File: src/sv/r2fft_pkg.sv
package r2fft_pkg;

  localparam int unsigned POINTS_DEF       = 1024;
  localparam int unsigned TWIDDLE_BITS_DEF = 16;

  typedef enum logic [3:0] {
    S_IDLE,
    S_EMIT,
    S_COPY_RD,
    S_COPY_WR,
    S_BF_E,
    S_BF_O,
    S_BF_MUL,
    S_BF_SUM,
    S_BF_WE,
    S_BF_WO
  } state_e;

  typedef struct packed {
    logic load_wr;
    logic emit_rd;
    logic out_load;
    logic copy_rd;
    logic copy_wr;
    logic bf_rd_e;
    logic bf_rd_o;
    logic bf_mul;
    logic bf_sum;
    logic bf_wr_e;
    logic bf_wr_o;
    logic xf_done;
  } cmd_t;

  typedef struct packed {
    logic emit_avail;
    logic frame_end;
    logic copy_last;
    logic bf_last;
    logic stage_last;
    logic out_busy;
  } status_t;

  // Q30 Taylor series sin/cos after reduction to [0, pi/4]; returns {cos, sin}
  // already rounded to frac fraction bits, cos signed.
  function automatic logic [63:0] tw_pair(input int unsigned k, input int unsigned lg,
                                          input int unsigned frac);
    longint unsigned th, x, x2, tc, ts;
    longint          sc, ss, c, s, t, lim;
    bit              neg_c, swap;
    th    = (64'd6746518852 * longint'(k)) >> lg;
    neg_c = 1'b0;
    swap  = 1'b0;
    if (th > 64'd1686629713) begin
      th    = (th < 64'd3373259426) ? 64'd3373259426 - th : 64'd0;
      neg_c = 1'b1;
    end
    if (th > 64'd843314857) begin
      th   = 64'd1686629713 - th;
      swap = 1'b1;
    end
    x  = th;
    x2 = (x * x) >> 30;
    tc = 64'd1073741824;
    ts = x;
    sc = 64'sd1073741824;
    ss = longint'(x);
    tc = ((tc * x2) >> 30) / 2;   ts = ((ts * x2) >> 30) / 6;
    sc = sc - longint'(tc);       ss = ss - longint'(ts);
    tc = ((tc * x2) >> 30) / 12;  ts = ((ts * x2) >> 30) / 20;
    sc = sc + longint'(tc);       ss = ss + longint'(ts);
    tc = ((tc * x2) >> 30) / 30;  ts = ((ts * x2) >> 30) / 42;
    sc = sc - longint'(tc);       ss = ss - longint'(ts);
    tc = ((tc * x2) >> 30) / 56;  ts = ((ts * x2) >> 30) / 72;
    sc = sc + longint'(tc);       ss = ss + longint'(ts);
    tc = ((tc * x2) >> 30) / 90;  ts = ((ts * x2) >> 30) / 110;
    sc = sc - longint'(tc);       ss = ss - longint'(ts);
    tc = ((tc * x2) >> 30) / 132; ts = ((ts * x2) >> 30) / 156;
    sc = sc + longint'(tc);       ss = ss + longint'(ts);
    tc = ((tc * x2) >> 30) / 182; ts = ((ts * x2) >> 30) / 210;
    sc = sc - longint'(tc);       ss = ss - longint'(ts);
    if (swap) begin
      t  = sc;
      sc = ss;
      ss = t;
    end
    lim = (64'sd1 <<< frac) - 1;
    if (sc < 0) sc = 0;
    if (ss < 0) ss = 0;
    c = (sc + (64'sd1 <<< (29 - frac))) >>> (30 - frac);
    s = (ss + (64'sd1 <<< (29 - frac))) >>> (30 - frac);
    if (c > lim) c = lim;
    if (s > lim) s = lim;
    if (neg_c) c = -c;
    return {c[31:0], s[31:0]};
  endfunction

endpackage

File: src/sv/r2fft_ctrl.sv
module r2fft_ctrl (
  input  logic               clk_i,
  input  logic               rst_ni,
  input  logic               s_valid_i,
  output logic               s_ready_o,
  input  r2fft_pkg::status_t status_i,
  output r2fft_pkg::cmd_t    cmd_o
);
  import r2fft_pkg::*;

  state_e state_q, state_d;
  logic   pend_q, pend_d;
  logic   acc;

  assign s_ready_o = (state_q == S_IDLE) && !status_i.out_busy;
  assign acc       = s_valid_i && s_ready_o;

  always_comb begin
    state_d = state_q;
    pend_d  = pend_q;
    case (state_q)
      S_IDLE: begin
        if (acc) begin
          if (status_i.emit_avail) begin
            state_d = S_EMIT;
            pend_d  = status_i.frame_end;
          end else if (status_i.frame_end) begin
            state_d = S_COPY_RD;
          end
        end
      end
      S_EMIT: begin
        state_d = pend_q ? S_COPY_RD : S_IDLE;
        pend_d  = 1'b0;
      end
      S_COPY_RD: state_d = S_COPY_WR;
      S_COPY_WR: state_d = status_i.copy_last ? S_BF_E : S_COPY_RD;
      S_BF_E:    state_d = S_BF_O;
      S_BF_O:    state_d = S_BF_MUL;
      S_BF_MUL:  state_d = S_BF_SUM;
      S_BF_SUM:  state_d = S_BF_WE;
      S_BF_WE:   state_d = S_BF_WO;
      S_BF_WO:   state_d = (status_i.bf_last && status_i.stage_last) ? S_IDLE : S_BF_E;
      default:   state_d = S_IDLE;
    endcase
  end

  always_comb begin
    cmd_o          = '0;
    cmd_o.load_wr  = acc;
    cmd_o.emit_rd  = acc && status_i.emit_avail;
    case (state_q)
      S_EMIT:    cmd_o.out_load = 1'b1;
      S_COPY_RD: cmd_o.copy_rd  = 1'b1;
      S_COPY_WR: cmd_o.copy_wr  = 1'b1;
      S_BF_E:    cmd_o.bf_rd_e  = 1'b1;
      S_BF_O:    cmd_o.bf_rd_o  = 1'b1;
      S_BF_MUL:  cmd_o.bf_mul   = 1'b1;
      S_BF_SUM:  cmd_o.bf_sum   = 1'b1;
      S_BF_WE:   cmd_o.bf_wr_e  = 1'b1;
      S_BF_WO: begin
        cmd_o.bf_wr_o = 1'b1;
        cmd_o.xf_done = status_i.bf_last && status_i.stage_last;
      end
      default: ;
    endcase
  end

  always_ff @(posedge clk_i or negedge rst_ni) begin
    if (!rst_ni) begin
      state_q <= S_IDLE;
      pend_q  <= 1'b0;
    end else begin
      state_q <= state_d;
      pend_q  <= pend_d;
    end
  end

  a_emit_follows: assert property (@(posedge clk_i) disable iff (!rst_ni)
    cmd_o.emit_rd |=> state_q == S_EMIT)
    else $error("emit read not followed by output load");
  a_frame_starts: assert property (@(posedge clk_i) disable iff (!rst_ni)
    acc && status_i.frame_end && !status_i.emit_avail |=> state_q == S_COPY_RD)
    else $error("full frame did not start the transform");
  a_done_idle: assert property (@(posedge clk_i) disable iff (!rst_ni)
    cmd_o.xf_done |=> state_q == S_IDLE)
    else $error("transform end did not return to idle");

endmodule

File: config.mk
export PLATFORM = sky130hd
export DESIGN_NAME = r2fft_ctrl
export DESIGN_NICKNAME = d
export VERILOG_FILES = /design/src/sv/r2fft_pkg.sv /design/src/sv/r2fft_ctrl.sv
export SDC_FILE = /design/constraint.sdc
export NUM_CORES = 1
export LEC_CHECK = 0
export BUFFER_PORTS_ARGS = -buffer_cell sky130_fd_sc_hd__buf_4
export CORE_AREA = 2 2 39 41
export CTS_BUF_LIST = sky130_fd_sc_hd__clkbuf_4 sky130_fd_sc_hd__clkbuf_8 sky130_fd_sc_hd__clkbuf_16
export DETAILED_ROUTE_END_ITERATION = 8
export DIE_AREA = 0 0 41 43
export PLACE_DENSITY = 0.63
export SLEW_MARGIN = 20
export SYNTH_ARGS = -nofsm -noshare
export SYNTH_HDL_FRONTEND = slang
export SYNTH_SLANG_ARGS = --single-unit
export TNS_END_PERCENT = 1
File: constraint.sdc
create_clock -name clk_i -period 2.6 [get_ports clk_i]
set_input_delay 0.39 -clock clk_i [delete_from_list [all_inputs] [get_ports clk_i]]
set_output_delay 0.39 -clock clk_i [all_outputs]
set_load 0.1 [all_outputs]
; ---- After elaboration in Yosys (flattened, before gate mapping)
; Cells that the tools add are included.
[word_totals]
register_bits = 5
latch_bits = 0
mem_bits_rw = 0
romBits = 0
mem_count = 0
[classes]
n_addsub = 0
mul = 0
n_div = 0
order_cmp = 0
n_eq_ne = 12
shift = 0
muxes = 19
n_bitwise = 0
n_reduce_logical = 9
[ops]
columns = operator, count
row1 = $pmux 4 s10, 1
row2 = $eq 4x3->1 const B, 4
row3 = $mux 4, 3
row4 = $mux 1, 10
row5 = $eq 4x2->1 const B, 2
row6 = $eq 4x4->1 const B, 2
row7 = $mux 3, 2
row8 = $eq 4x1->1 const B, 1
row9 = $logic_and 1x1->1, 4
row10 = $logic_not 4->1, 1
row11 = $mux 2, 2
row12 = $ne 2x2->1 const B, 2
row13 = $ne 3x3->1 const B, 1
row14 = $reduce_and 3->1, 1
row15 = $pmux 1 s2, 1
row16 = $reduce_and 2->1, 1
row17 = $reduce_bool 2->1, 1
row18 = $logic_not 1->1, 1

; ---- Logic depth before layout (Yosys ltp)
; Gate-level depths: netlist of the first run.
[depth]
word_depth = 5
ltp_mapped = 4
mapped_depth_nobuf = 3

; ---- Worst setup path after synthesis of the first run
; OpenSTA, ideal clock, no wires.
[synth_timing]
path_type = reg-to-output
from = reg state_q[3]
to = out cmd_o[6] in the netlist's numbering
arrival_ps = 2747
slack_ps = -537
path_stages_with_launch = 4
n_path_buf = 1
path_cell_list = dfrtp_1 -> buf_6 -> nand2b_1 -> nor3_1
[synth_rtl]
columns = element, line_no
row1 = start: declaration, r2fft_ctrl.sv:11  ; state_e state_q, state_d;
row2 = start signal: assignment, r2fft_ctrl.sv:74  ; state_q <= state_d;
row3 = end: declaration, r2fft_ctrl.sv:7  ; output r2fft_pkg::cmd_t cmd_o

==> impl_metrics.sql, run 1 <==
INSERT INTO impl_metrics (metric_group, metric, value, unit) VALUES
('layout', 'layout.filler_cells', '150', ''),
('cts', 'cts_buffer_depth', '2', ''),
('layout', 'fraction_of_final_layout_cells_sized_beyond_drive_strength_1', '43.4', '%'),
('synth', 'syn_area', '422', 'um^2'),
('placed_design', 'pre_cts_slack', '710', 'ps'),
('layout', 'final_area', '614', 'um^2'),
('timing', 'setup_tns', '0', 'ps'),
('synth', 'postSynth.asyncResetShare', '100', '%'),
('layout', 'insertedDiodeCount', '0', ''),
('cts', 'clock_insertion_delay_at_the_later_pin_of_the_skew_report', '240', 'ps'),
('route', 'drt-pass1-iter-count', '4', ''),
('route', 'detail_route.wirelength', '1.02', 'mm'),
('worst_hold_path', 'hp-class', 'input port to async pin', ''),
('setup_path', 'worst-setup-path-type', 'register to output port', ''),
('cts', 'tritoncts', 'yes', ''),
('grt', 'grt_pass1_vias', '386', ''),
('setup_path', 'ff2ff_setup_slack', '1210', 'ps'),
('setup_path', 'crit_path_max_incr_delay', '590', 'ps'),
('setup_path', 'cp_data_required_time', '2210', 'ps'),
('synth', 'synth.yosys.warnings', '0', ''),
('grt', 'first_pass_grt_wire_length', '1.70', 'mm'),
('floorplan', 'floorplan.rows', '14', ''),
('status', 'outcome', 'finished, final reports clean', ''),
('setup_path', 'critPathSlowestCell', 'or4_4', ''),
('placed_design', 'place.port_buffers', '21', ''),
('setup_path', 'r2r_end', 'state_q[1]', ''),
('setup_path', 'end_kind', 'output port', ''),
('route', 'drt_iter0_drc', '5', ''),
('route', 'dr_total_vias', '454', ''),
('setup_path', 'worst_r2r_path_depth', '3', ''),
('setup_path', 'timing.critical_path.buf_inv', '1', ''),
('timing', 'period_share', '82.5', '%'),
('layout', 'multi_input_comb_area', '253', 'um^2'),
('cts', 'post-cts-setup-buffer-count', '0', ''),
('cts', 'cts-resized-gates', '0', ''),
('timing', 'hold_violations', '0', ''),
('synth', 'netlist_instances', '53', ''),
('cts', 'cts.reportedPaths.clkPinSlew', '40', 'ps'),
('synth', 'synthTopCellsByArea', 'dfrtp_1, nor3_1, nor2_1', ''),
('route', 'detail_route.vias_per_cell', '4.93', ''),
('timing', 'drv_slew', '0', ''),
('cts', 'post_cts_hold_buffer_count', '1', ''),
('synth', 'synth.most_common_cell', 'nor2_1', ''),
('synth', 'synth-edff-count', '0', ''),
('floorplan', 'core-area', '1380', 'um^2'),
('placed_design', 'placed_area', '574', 'um^2'),
('placed_design', 'hpwl', '820', 'um'),
('synth', 'synth.top_cells.by_count', 'nor2_1, nor3_1, dfrtp_1, nand2_1', ''),
('grt', 'grtUsageTotal', '14.9', '%'),
('route', 'post_drt_wl_per_cell', '11.1', 'um'),
('timing', 'fmax', '466', 'MHz'),
('grt', 'grt_antenna_before_repair', '0', ''),
('synth', 'largest_area_contributor_in_the_synthesized_netlist', 'dfrtp_1', ''),
('cts', 'cts_buffer_count', '3', ''),
('grt', 'grt_max_degree', '14', ''),
('floorplan', 'initial_core_utilization', '30.5', '%'),
('synth', 'yosysSeqAreaShare', '29.7', '%'),
('synth', 'number_of_nets_produced_by_synthesis', '62', ''),
('floorplan', 'top_level_ports', '22', ''),
('cts', 'clk_root_buffer_cell', 'clkbuf_4', ''),
('timing', 'fin_ws', '455', 'ps'),
('synth', 'ys_flop_type', 'dfrtp_1', ''),
('setup_path', 'crit-reg2reg-launch', 'state_q[1]', ''),
('layout', 'area_growth', '45.7', '%'),
('setup_path', 'crit_arrival', '1760', 'ps'),
('setup_path', 'critical-path-top-delay-family', 'simple AND/OR/NAND/NOR gates', ''),
('route', 'drc_errors', '0', ''),
('timing', 'fin_worst_skew', '3.42', 'ps'),
('synth', 'postSynthAreaPerCell', '7.96', 'um^2'),
('floorplan', 'die-height', '43', 'um'),
('timing', 'timing.final.setup_violations', '0', '');
## worst max path at each step
stage / startpoint / endpoint / slack (ps) / depth (start not counted)
after CTS: state_q[1] / cmd_o[11] / 440 / 3
after global routing: state_q[1] / cmd_o[11] / 350 / 3
after floorplan: state_q[1] / cmd_o[0] / -460 / 2
after detailed placement: state_q[1] / cmd_o[11] / 710 / 3
after global placement: state_q[1] / cmd_o[11] / 740 / 3
final: state_q[1] / cmd_o[11] / 450 / 3
## routing by layer
metal  vias to the layer above  wire [um]  global-route usage (%)
met1                       202        402                    17.0
met2                        18        516                    22.5
met5                         -          0                       0
met4                         0         21                    6.00
met3                         4         82                    7.85
li1                        230          -                       -
## cell type report
| type | instances | area share [%] |
|---|---|---|
| clock buffers | 4 | 4.89 |
| flip-flops and latches | 5 | 20.4 |
| well taps | 16 | 3.26 |
| repair buffers | 23 | 28.5 |
| inverters | 3 | 1.83 |
| multi-input cells | 41 | 41.1 |
## worst reg2reg max path, cell delays in order, from the launching register on
cell and delay, ps:
dfrtp_1 490, or4_4 600, a21oi_2 130, a211oi_2 50
## state kept, by name (all words and copies together) (netlist names)
signal / flops
pend_q: 1
state_q: 4
## cells in the final DEF, fill, tap and decap left out, types with 2 or more instances in the layout
cell and n:
nand2_1 4, buf_4 22, nor2_1 8, nor3_1 5
inv_1 2, clkbuf_4 4, o21ai_0 3, and3b_1 2
nor2b_1 2, nand2b_1 3, dfrtp_1 5
## through the flow
step	hold slack [ps]	util, %	instances
6_report	476	44.4	92
3_3_place_gp	193	41.5	87
5_1_grt	469	44.4	92
4_1_cts	469	44.4	92
3_5_place_dp	192	41.5	87
2_1_floorplan	94.4	-	53
## cells by family (layout without fill, tap and decap cells)
logic type             after synthesis  after routing  share of synthesized area (%)
and+or+nand+nor                     31             31                           40.7
muxes                                1              1                           2.37
buffers and inverters                7             30                           11.6
AOI/OAI and AO/OA                    9              9                           15.7
DFF                                  5              5                           29.7
Power of run 1 is left out: the tool's default activity adds up to more than one toggle a clock period on the data nets, which glitch-free logic cannot reach.
==> run 2: changes to the inputs <==
clock period = 2.13 ns   (was 2.6 ns; I/O delays follow)
==> impl_metrics.sql, run 2 (synthesized netlist as in run 1, its figures left out) <==
INSERT INTO impl_metrics (metric_group, metric, value, unit) VALUES
('floorplan', 'initial_core_utilization', '30.5', '%'),
('setup_path', 'end_kind', 'output port', ''),
('floorplan', 'die-height', '43', 'um'),
('setup_path', 'worst_path_cell_chain', 'or4_4 -> nor2b_1 -> buf_6', ''),
('cts', 'post-cts-setup-buffer-count', '0', ''),
('timing', 'period_share', '95.9', '%'),
('route', 'dr_total_vias', '426', ''),
('grt', 'grtUsageTotal', '12.7', '%'),
('layout', 'number_of_nets_in_the_layout', '87', ''),
('status', 'outcome', 'finished, final reports clean', ''),
('grt', 'grt_max_degree', '14', ''),
('placed_design', 'pre_cts_slack', '312', 'ps'),
('placed_design', 'place.gp.congestion', '0.696', ''),
('layout', 'area_growth', '50.7', '%'),
('route', 'detail_route.wirelength', '957', 'um'),
('placed_design', 'place.port_buffers', '21', ''),
('floorplan', 'floorplan.rows', '14', ''),
('route', 'post_drt_wl_per_cell', '10.3', 'um'),
('timing', 'hold_violations', '0', ''),
('route', 'dr_wl_met3', '59', 'um'),
('cts', 'tritoncts', 'yes', ''),
('layout', 'largest_register_ff_count', '4', ''),
('layout', 'layout_common_cells', 'buf_4, nor2_1, dfrtp_1, nand2_1, clkbuf_4', ''),
('layout', 'largest_register', 'state_q', ''),
('setup_path', 'cp-start-kind', 'register', ''),
('timing', 'slew_headroom', '74.2', '%'),
('placed_design', 'hpwl', '780', 'um'),
('cts', 'cts_buffer_depth', '2', ''),
('cts', 'cts.reportedPaths.clkPinSlew', '40', 'ps'),
('floorplan', 'top_level_ports', '22', ''),
('grt', 'grt_pass1_vias', '392', ''),
('timing', 'fin_worst_skew', '0.872', 'ps'),
('timing', 'drv_slew', '0', ''),
('timing', 'tightest_slew', '387', 'ps'),
('setup_path', 'crit_arrival', '1720', 'ps'),
('setup_path', 'timing.critical_path.buf_inv', '1', ''),
('layout', 'fraction_of_final_layout_cells_sized_beyond_drive_strength_1', '46.8', '%'),
('layout', 'layoutNonFillerInstCount', '93', ''),
('route', 'wl_met2', '463', 'um'),
('floorplan', 'fp.dieW', '41', 'um'),
('route', 'drt_iter0_drc', '4', ''),
('floorplan', 'die_area', '1760', 'um^2'),
('placed_design', 'post-place-cells', '88', ''),
('layout', 'finish.utilization', '45.9', '%'),
('timing', 'grt_setup_unrepaired', 'no', ''),
('layout', 'reg.largest.list', 'state_q x4, pend_q x1', ''),
('worst_hold_path', 'hp-class', 'input port to async pin', ''),
('timing', 'timing.final.setup_violations', '0', ''),
('grt', 'gr-total-overflow', '0', ''),
('cts', 'cts_max_level', '1', ''),
('run', 'maxCapViolations', '0', ''),
('grt', 'grt_antenna_before_repair', '0', ''),
('setup_path', 'crit_path_max_incr_delay', '600', 'ps'),
('cts', 'clkSinkCount', '5', ''),
('route', 'route.antenna.remaining_nets', '0', ''),
('cts', 'cts_buffer_count', '3', ''),
('route', 'drt-pass1-iter-count', '4', ''),
('layout', 'insertedDiodeCount', '0', ''),
('timing', 'tmin_final', '2040', 'ps'),
('timing', 'post_route_hold_slack', '415', 'ps'),
('route', 'maxUsedRoutingLayer', 'met3', ''),
('setup_path', 'worst-setup-path-type', 'register to output port', ''),
('timing', 'fin_ws', '86.9', 'ps'),
('floorplan', 'core-area', '1380', 'um^2'),
('cts', 'clk_root_buffer_cell', 'clkbuf_4', ''),
('setup_path', 'critical-path-top-delay-family', 'simple AND/OR/NAND/NOR gates', ''),
('grt', 'first_pass_grt_wire_length', '1.50', 'mm'),
('route', 'detail_route.vias_per_cell', '4.58', ''),
('route', 'drc_errors', '0', ''),
('route', 'detail_route.wirelength.met1', '434', 'um'),
('layout', 'mostFrequentLayoutCell', 'buf_4', ''),
('setup_path', 'worst-path-max-fanout', '8', ''),
('setup_path', 'critPathSlowestCell', 'or4_4', ''),
('cts', 'clock_insertion_delay_at_the_later_pin_of_the_skew_report', '230', 'ps'),
('timing', 'fmax', '489', 'MHz'),
('setup_path', 'cp_data_required_time', '1810', 'ps');
## run 2: metal layers
metal | GRT usage (%) | up-vias
met4 | 8.00 | 0
met3 | 3.14 | 0
met5 | 0 | -
met1 | 14.1 | 182
met2 | 20.3 | 12
li1 | - | 232
## run 2: worst reg2reg max path, cell delays in order (launching register included)
cell      delay (ps)
dfrtp_1          460
or4_4            600
a21oi_2          130
a211oi_2          50
## run 2: what timing repair did
action | in CTS | in global routing
hold buffers | 1 | 0
gates resized for setup | 0 | 1
endpoints found under the hold margin | 5 | 0
setup endpoints to repair | 0 | 1
## run 2: stage by stage
step / cell area (um^2) / setup TNS, ps
CTS: 632 / 0
detailed placement: 592 / 0
finish: 636 / 0
global placement: 592 / 0
floorplan: 437 / -5010
global route: 636 / 0
## run 2: final timing paths
check,start,end,slack [ps],cells after the start
setup / recovery,state_q[0],cmd_o[10],90,3
hold / removal,rst_ni,state_q[0],420,2
setup reg to reg,state_q[0],state_q[1],770,3
hold reg to reg,pend_q,pend_q,530,2
max in group asynchronous,rst_ni,state_q[1],1610,2
min in group clk_i,status_i[3],state_q[1],420,3
## run 2: cell type report
cell class / instances / area (um^2)
Inverter: 3 / 11.3
Sequential cell: 5 / 125
Timing Repair Buffer: 24 / 186
Tap cell: 16 / 20.0
Fill cell: 136 / 748
Clock buffer: 4 / 30.0
Multi-Input combinational cell: 41 / 263
Power of run 2 is left out for the same reason.
